==> src/hdl/kss_pkg.sv <==
// Shared constants, types and handshake structs for the k-smallest select unit.
// No dependencies; used by the controller, datapath and top level.
`timescale 1ns / 1ps

package kss_pkg;

  // Depth of the kept list and derived widths
  localparam int MAX_KEEP = 16;
  localparam int CNT_W    = $clog2(MAX_KEEP + 1);
  localparam int IDX_W    = (MAX_KEEP > 1) ? $clog2(MAX_KEEP) : 1;

  // Fixed field widths
  localparam int DATA_W = 32;
  localparam int KEEP_W = 5;
  localparam int RANK_W = 4;

  localparam logic [KEEP_W-1:0] KEEP_RESET = KEEP_W'(5);

  typedef enum logic [0:0] {
    ST_IDLE,
    ST_EMIT
  } state_t;

  // Controller to datapath
  typedef struct packed {
    logic insert;
    logic shift_out;
    logic clear;
  } cmd_t;

  // Datapath to controller
  typedef struct packed {
    logic last_entry;
  } status_t;

endpackage

==> src/hdl/k_smallest_select_unit.sv <==
// k_smallest_select_unit: keeps the k smallest distances of a set, sorted.
// Throughput: one candidate per cycle while idle; the cell row compares and shifts at once.
// A flagged candidate is inserted in its cycle, then the list drains at one entry
// per output transfer; no input is taken meanwhile.
// The first result is presented in the cycle after the flagged candidate is accepted.
// Reset (rst, synchronous): list empty, keep_count 5, controller idle.
`timescale 1ns / 1ps

module k_smallest_select_unit (
  input  logic                              clk,
  input  logic                              rst,
  input  logic                              cfg_valid,
  output logic                              cfg_ready,
  input  logic [kss_pkg::KEEP_W-1:0]        cfg_data,
  input  logic                              in_valid,
  output logic                              in_stall,
  input  logic signed [kss_pkg::DATA_W-1:0] distance,
  input  logic [kss_pkg::DATA_W-1:0]        point_id,
  input  logic                              last_item,
  output logic                              out_valid,
  input  logic                              out_stall,
  output logic signed [kss_pkg::DATA_W-1:0] out_distance,
  output logic [kss_pkg::DATA_W-1:0]        out_id,
  output logic [kss_pkg::RANK_W-1:0]        rank,
  output logic                              last_result
);

  logic [kss_pkg::KEEP_W-1:0] keep_count;
  kss_pkg::cmd_t              cmd;
  kss_pkg::status_t           status;

  // Configuration register, always ready
  assign cfg_ready = 1'b1;

  always_ff @(posedge clk) begin
    if (rst) begin
      keep_count <= kss_pkg::KEEP_RESET;
    end else if (cfg_valid && cfg_ready) begin
      keep_count <= cfg_data;
    end
  end

  kss_controller u_ctrl (
    .clk       (clk),
    .rst       (rst),
    .in_valid  (in_valid),
    .last_item (last_item),
    .out_stall (out_stall),
    .status    (status),
    .cmd       (cmd),
    .in_stall  (in_stall),
    .out_valid (out_valid)
  );

  kss_datapath u_dp (
    .clk          (clk),
    .rst          (rst),
    .cmd          (cmd),
    .keep_count   (keep_count),
    .distance     (distance),
    .point_id     (point_id),
    .status       (status),
    .out_distance (out_distance),
    .out_id       (out_id),
    .rank         (rank)
  );

  assign last_result = status.last_entry;

  // Flagged candidate starts emission in the next cycle
  a_emit_follows: assert property (@(posedge clk) disable iff (rst)
    in_valid && !in_stall && last_item |=> out_valid)
    else $error("emission did not start after final candidate");

  // Final result transfer ends emission
  a_emit_ends: assert property (@(posedge clk) disable iff (rst)
    out_valid && !out_stall && last_result |=> !out_valid && !in_stall)
    else $error("emission did not end after final result");

  // Inputs held off while results are pending
  a_no_overlap: assert property (@(posedge clk) disable iff (rst)
    out_valid |-> in_stall)
    else $error("input accepted during emission");

  // Rank advances by one per non-final transfer
  a_rank_step: assert property (@(posedge clk) disable iff (rst)
    out_valid && !out_stall && !last_result |=>
      out_valid && (rank == $past(rank) + kss_pkg::RANK_W'(1)))
    else $error("rank did not advance");

endmodule

==> src/hdl/kss_datapath.sv <==
// Datapath: row of compare-and-shift cells holding the sorted kept list,
// fill count and emission rank counter. Depends on kss_pkg.
`timescale 1ns / 1ps

module kss_datapath (
  input  logic                                  clk,
  input  logic                                  rst,
  input  kss_pkg::cmd_t                         cmd,
  input  logic [kss_pkg::KEEP_W-1:0]            keep_count,
  input  logic signed [kss_pkg::DATA_W-1:0]     distance,
  input  logic [kss_pkg::DATA_W-1:0]            point_id,
  output kss_pkg::status_t                      status,
  output logic signed [kss_pkg::DATA_W-1:0]     out_distance,
  output logic [kss_pkg::DATA_W-1:0]            out_id,
  output logic [kss_pkg::RANK_W-1:0]            rank
);

  localparam int N = kss_pkg::MAX_KEEP;
  localparam int CW = kss_pkg::CNT_W;

  logic signed [kss_pkg::DATA_W-1:0] cell_dist [N];
  logic [kss_pkg::DATA_W-1:0]        cell_id   [N];
  logic [CW-1:0]                     fill;
  logic [CW-1:0]                     fill_next;
  logic [kss_pkg::IDX_W-1:0]         rank_cnt;

  logic [CW-1:0] k_eff;
  logic [CW-1:0] fill_cl;
  logic [N-1:0]  valid_mask;
  logic [N-1:0]  le;
  logic          full;
  logic          drop;

  // Clamp keep count into 1..MAX_KEEP
  always_comb begin
    if (keep_count == '0) begin
      k_eff = CW'(1);
    end else if (int'(keep_count) > N) begin
      k_eff = CW'(N);
    end else begin
      k_eff = CW'(keep_count);
    end
  end

  // Cut the list to the current k
  assign fill_cl = (fill > k_eff) ? k_eff : fill;
  assign full    = (fill_cl == k_eff);

  // Each cell compares its entry against the candidate; earlier wins ties
  always_comb begin
    for (int i = 0; i < N; i++) begin
      valid_mask[i] = (CW'(i) < fill_cl);
      le[i]         = valid_mask[i] && (cell_dist[i] <= distance);
    end
  end

  // Candidate falls off the end when the list is full and it ranks last
  assign drop = full && (&(le | ~valid_mask));

  always_comb begin
    fill_next = fill_cl;
    if (!drop && !full) begin
      fill_next = fill_cl + CW'(1);
    end
  end

  // Cell row: insert with shift right, or shift left on emission
  always_ff @(posedge clk) begin
    if (cmd.insert && !drop) begin
      if (!le[0]) begin
        cell_dist[0] <= distance;
        cell_id[0]   <= point_id;
      end
      for (int i = 1; i < N; i++) begin
        if (!le[i]) begin
          if (le[i-1]) begin
            cell_dist[i] <= distance;
            cell_id[i]   <= point_id;
          end else begin
            cell_dist[i] <= cell_dist[i-1];
            cell_id[i]   <= cell_id[i-1];
          end
        end
      end
    end else if (cmd.shift_out) begin
      for (int i = 0; i < N - 1; i++) begin
        cell_dist[i] <= cell_dist[i+1];
        cell_id[i]   <= cell_id[i+1];
      end
    end
  end

  // Fill count and rank counter
  always_ff @(posedge clk) begin
    if (rst) begin
      fill     <= '0;
      rank_cnt <= '0;
    end else if (cmd.clear) begin
      fill     <= '0;
      rank_cnt <= '0;
    end else begin
      if (cmd.insert) begin
        fill <= fill_next;
      end
      if (cmd.shift_out) begin
        rank_cnt <= rank_cnt + kss_pkg::IDX_W'(1);
      end
    end
  end

  assign status.last_entry = ((CW'(rank_cnt) + CW'(1)) == fill);

  assign out_distance = cell_dist[0];
  assign out_id       = cell_id[0];
  assign rank         = kss_pkg::RANK_W'(rank_cnt);

endmodule

==> src/hdl/kss_controller.sv <==
// Controller: accepts candidates while idle and sequences emission of the list
// after the final candidate of a set. Depends on kss_pkg.
`timescale 1ns / 1ps

module kss_controller (
  input  logic             clk,
  input  logic             rst,
  input  logic             in_valid,
  input  logic             last_item,
  input  logic             out_stall,
  input  kss_pkg::status_t status,
  output kss_pkg::cmd_t    cmd,
  output logic             in_stall,
  output logic             out_valid
);

  kss_pkg::state_t state;
  kss_pkg::state_t state_next;

  // State register
  always_ff @(posedge clk) begin
    if (rst) begin
      state <= kss_pkg::ST_IDLE;
    end else begin
      state <= state_next;
    end
  end

  // Next state
  always_comb begin
    state_next = state;
    case (state)
      kss_pkg::ST_IDLE: begin
        if (in_valid && last_item) begin
          state_next = kss_pkg::ST_EMIT;
        end
      end
      kss_pkg::ST_EMIT: begin
        if (!out_stall && status.last_entry) begin
          state_next = kss_pkg::ST_IDLE;
        end
      end
      default: state_next = kss_pkg::ST_IDLE;
    endcase
  end

  // Outputs
  always_comb begin
    cmd       = '0;
    in_stall  = 1'b1;
    out_valid = 1'b0;
    case (state)
      kss_pkg::ST_IDLE: begin
        in_stall   = 1'b0;
        cmd.insert = in_valid;
      end
      kss_pkg::ST_EMIT: begin
        out_valid     = 1'b1;
        cmd.shift_out = !out_stall;
        cmd.clear     = !out_stall && status.last_entry;
      end
      default: begin
        in_stall = 1'b1;
      end
    endcase
  end

endmodule

==> config.mk <==
export PLATFORM = sky130hd
export DESIGN_NAME = k_smallest_select_unit
export DESIGN_NICKNAME = d
export VERILOG_FILES = /design/src/hdl/kss_pkg.sv /design/src/hdl/k_smallest_select_unit.sv /design/src/hdl/kss_datapath.sv /design/src/hdl/kss_controller.sv
export SDC_FILE = /design/constraint.sdc
export NUM_CORES = 2
export LEC_CHECK = 0
export BUFFER_PORTS_ARGS = -buffer_cell sky130_fd_sc_hd__buf_2
export CAP_MARGIN = 20
export CORE_ASPECT_RATIO = 1.2
export CORE_MARGIN = 2
export CORE_UTILIZATION = 45
export DETAILED_ROUTE_END_ITERATION = 10
export HOLD_SLACK_MARGIN = 0.08
export PLACE_DENSITY = 0.64
export SLEW_MARGIN = 20
export SYNTH_ARGS = -nofsm -noshare
export SYNTH_HDL_FRONTEND = slang
export SYNTH_SLANG_ARGS = --single-unit
==> constraint.sdc <==
create_clock -name clk -period 20 [get_ports clk]
set_input_delay 2 -clock clk [delete_from_list [all_inputs] [get_ports clk]]
set_output_delay 2 -clock clk [all_outputs]
set_load 0.02 [all_outputs]
==> impl_results.md <==
* Total gr overflow at 0
* Die area at 0.142 mm²
* Most common cell in the netlist: nand2_1
* Startpoint types: input port
* Worst EP required at 20,430 ps
* Post-synth top area share at 49.3%
* Post-synth top area cell: edfxtp_1
* Worst-margin pin slew at 1170 ps
* GR Util All Layers at 31.2%
* Reg-to-Reg Start: keep_count[1]
* FF-to-FF End: u_dp.cell_id[10][29]
* Drt total wl at 225,000 µm
* Max Clock Freq at 111 MHz
* Post-CTS Setup Bufs at 0
* XOR/XNOR Fraction of Synth Area at 0.253%
* Sink Count at 1,039
* Max cap viols at 0
* Synth warn at 0
* Synth Area in Compound Gates at 15.1%
* Post-synthesis mux area share at 8.55%
* Critical Path Source: distance[31]
* Setup CP Type: input port to register
* Path depth of the worst reg2reg path at 16
* Vias per inst at 6.45
* Worst setup EP type: register
* Boundary pin count at 147
* Die W at 344 µm
* Status: completed
* Slew Viols, Final at 0
* Post-Syn Instances at 5,886
* Post-route minimum period at 9040 ps
* Post-DP HPWL at 147,000 µm
* Cell Area, Synth at 0.0623 mm²
* CTS max path bufs at 3
* Max_slew headroom at 21.9%
* Routed len/inst at 29.1 µm
* Resized Gates After CTS at 0
* Largest family of logic cells by synthesized area: compound AO/OA/AOI/OAI gates
* Share of post-route cells with drive strength above 1 at 9.81%
* Hold Path Class: register to register
* Clk Tree Root Cell: clkbuf_16
* Fin crit share at 45.2%
* Worst hold start: u_dp.rank[1]
* Row count at 149
* Storage cell area at 0.0310 mm²
* Synth unique cells at 73
* CTS tree: done
* Main synth FF type: edfxtp_1
* CTS clk-pin slew, worst paths at 70 ps
* Main area contributors after synthesis: edfxtp_1 49%, ha_1 10%, nand2_1 8.0%
* Vias in the first global route at 47,900
* Power Total at 0.00851 W
* Post-synth ARST share at 0%
* H-tree depth at 3
* # DRC at 0
* GP Congestion at 1.07
* Area Growth Syn to Fin at 9.73%
* Static leakage at 26.3 nW
* IO Port Bufs at 145
* Iteration-0 DRC Markers at 5,675
* First-pass DRT Iterations at 6
* Post-Syn Nets at 6,480
* Hold Path Sink: u_dp.rank[1]
* Final setup violation count at 0
* Adder-cell share of the synthesized area at 10.4%
* Pwr Density at 124 mW/mm²
* Hold-fix buffers, CTS at 0
* Worst reg-to-reg setup slack at 11,910 ps
* Later-pin clock latency in the skew report at 770 ps
* Area of the multi-input gates at 0.0297 mm²
* Final antenna-violating net count at 0
* Nets at 6,421
* Syn Area/Cell at 10.6 µm²
* Antenna violations before repair at 13
* Top cells by count, synth: 1,333 x nand2_1, 1,024 x edfxtp_1, 519 x ha_1
* Core area at 0.137 mm²
* Largest net degree at the start of global routing at 221
* Post-Synth Simple-Gate Area at 12.8%
* CP Max Fanout at 65
* Total CTS buffers at 110
* RSZ-0062 raised after global routing: false
* Final Hold Viols at 0
* Setup TNS at 0 ps
* Hold Path Stages at 2
* Post-synthesis register bit count at 1,039
* Register area share after synthesis at 49.8%
* Final Util at 49.8%
* Worst EP arrival at 9470 ps
* Post-synth EDFFs at 1,024
* Die height at 412 µm
* Max VDD drop at 0.0997 mV
* Vias at 49,900
* Starting Density at 45.4%
* First-pass GRT wire length at 327,000 µm
* Fill cells at 12,300
* Final Skew at 46.5 ps
## critical path, cell delays in order
cell and delay [ps]:
buf_2 200, inv_1 420, ha_1 560, nand4_1 230, or3_1 570, nor3_1 810
nand2_1 140, o21ai_0 300, mux2i_1 180, o41ai_2 290, o311ai_1 190, nor4_4 810
a21oi_2 450, nand2b_4 970, nand2_4 690, buf_4 550
## area by class of cell
| type | count | share of cell area (%) |
|---|---|---|
| flip-flops and latches | 1039 | 45.4 |
| multi-input cells | 4369 | 43.5 |
| clock buffers | 129 | 4.16 |
| well taps | 1812 | 3.32 |
| repair buffers | 232 | 2.05 |
| clock inverters | 77 | 1.14 |
| inverters | 75 | 0.412 |
| diodes | 5 | 0.0183 |
## placed cells by master, fill, tap and decap left out, drive strengths merged, types with 8 or more instances in the layout
| master | instances |
|---|---|
| nand2 | 1333 |
| edfxtp | 1024 |
| ha | 519 |
| o21ai | 494 |
| mux2i | 363 |
| a21oi | 258 |
| o211ai | 240 |
| buf | 232 |
| nor2 | 150 |
| mux2 | 130 |
| clkbuf | 129 |
| a21o | 128 |
| a221o | 109 |
| nand4 | 107 |
| nor3 | 81 |
| inv | 80 |
| nand3 | 65 |
| a22oi | 54 |
| clkinv | 53 |
| and2 | 42 |
| a22o | 32 |
| a31oi | 31 |
| nor2b | 28 |
| nor4 | 22 |
| o31ai | 21 |
| a211oi | 16 |
| dfxtp | 15 |
| and4 | 14 |
| a221oi | 13 |
| bufinv | 12 |
| nand2b | 12 |
| xnor2 | 11 |
| or3 | 8 |
| a211o | 8 |
## cell families after synthesis
group	count (synthesis)
multiplexers	493
AND/OR/NAND/NOR	1884
buffers and inverters	478
other	1
XOR/XNOR	18
AO/OA/AOI/OAI	1454
adder cells (fa/ha/maj)	519
flip-flops	1039
## report_power, final
| part | switching, W | total [W] | internal (W) |
|---|---|---|---|
| clock network | 0.000953 | 0.00213 | 0.00118 |
| logic | 0.00175 | 0.00263 | 0.000872 |
| registers | 0.000497 | 0.00375 | 0.00325 |
| total | 0.00320 | 0.00851 | 0.00530 |
## how the worst max path moves through the flow
stage                             endpoint  slack [ps]  cells after the start
floorplan             u_dp.cell_dist[3][0]        9840                     15
global placement    u_dp.cell_dist[10][15]       10070                     15
detailed placement  u_dp.cell_dist[10][10]       10400                     15
CTS                 u_dp.cell_dist[10][10]       11170                     15
global route        u_dp.cell_dist[10][10]       10880                     16
finish                u_dp.cell_id[10][29]       10960                     16
## layer usage
layer	global-route usage (%)	part of all wire [%]	vias up
met1	40.7	40	24700
li1	-	-	22000
met4	16.1	5.4	8
met3	4.78	8.5	518
met2	50.3	46	2653
met5	0	0.026	-
## state kept, by name, summed over array words and instances, names as in the netlist
register        count
keep_count          5
u_dp.fill           5
u_ctrl.state        1
u_dp.rank           4
u_dp.cell_id      512
u_dp.cell_dist    512
## stage by stage
| step | cell area (µm²) | cells | hold WS, ps | setup WS (ps) |
|---|---|---|---|---|
| after global placement | 64700 | 7526 | 490 | 10070 |
| after floorplan | 62300 | 5886 | 496 | 9840 |
| after global routing | 68400 | 7736 | 539 | 10880 |
| final | 68400 | 7738 | 512 | 10960 |
| after detailed placement | 64700 | 7527 | 511 | 10400 |
| after CTS | 68400 | 7733 | 521 | 11170 |
Power figures use the tool's default switching activity.
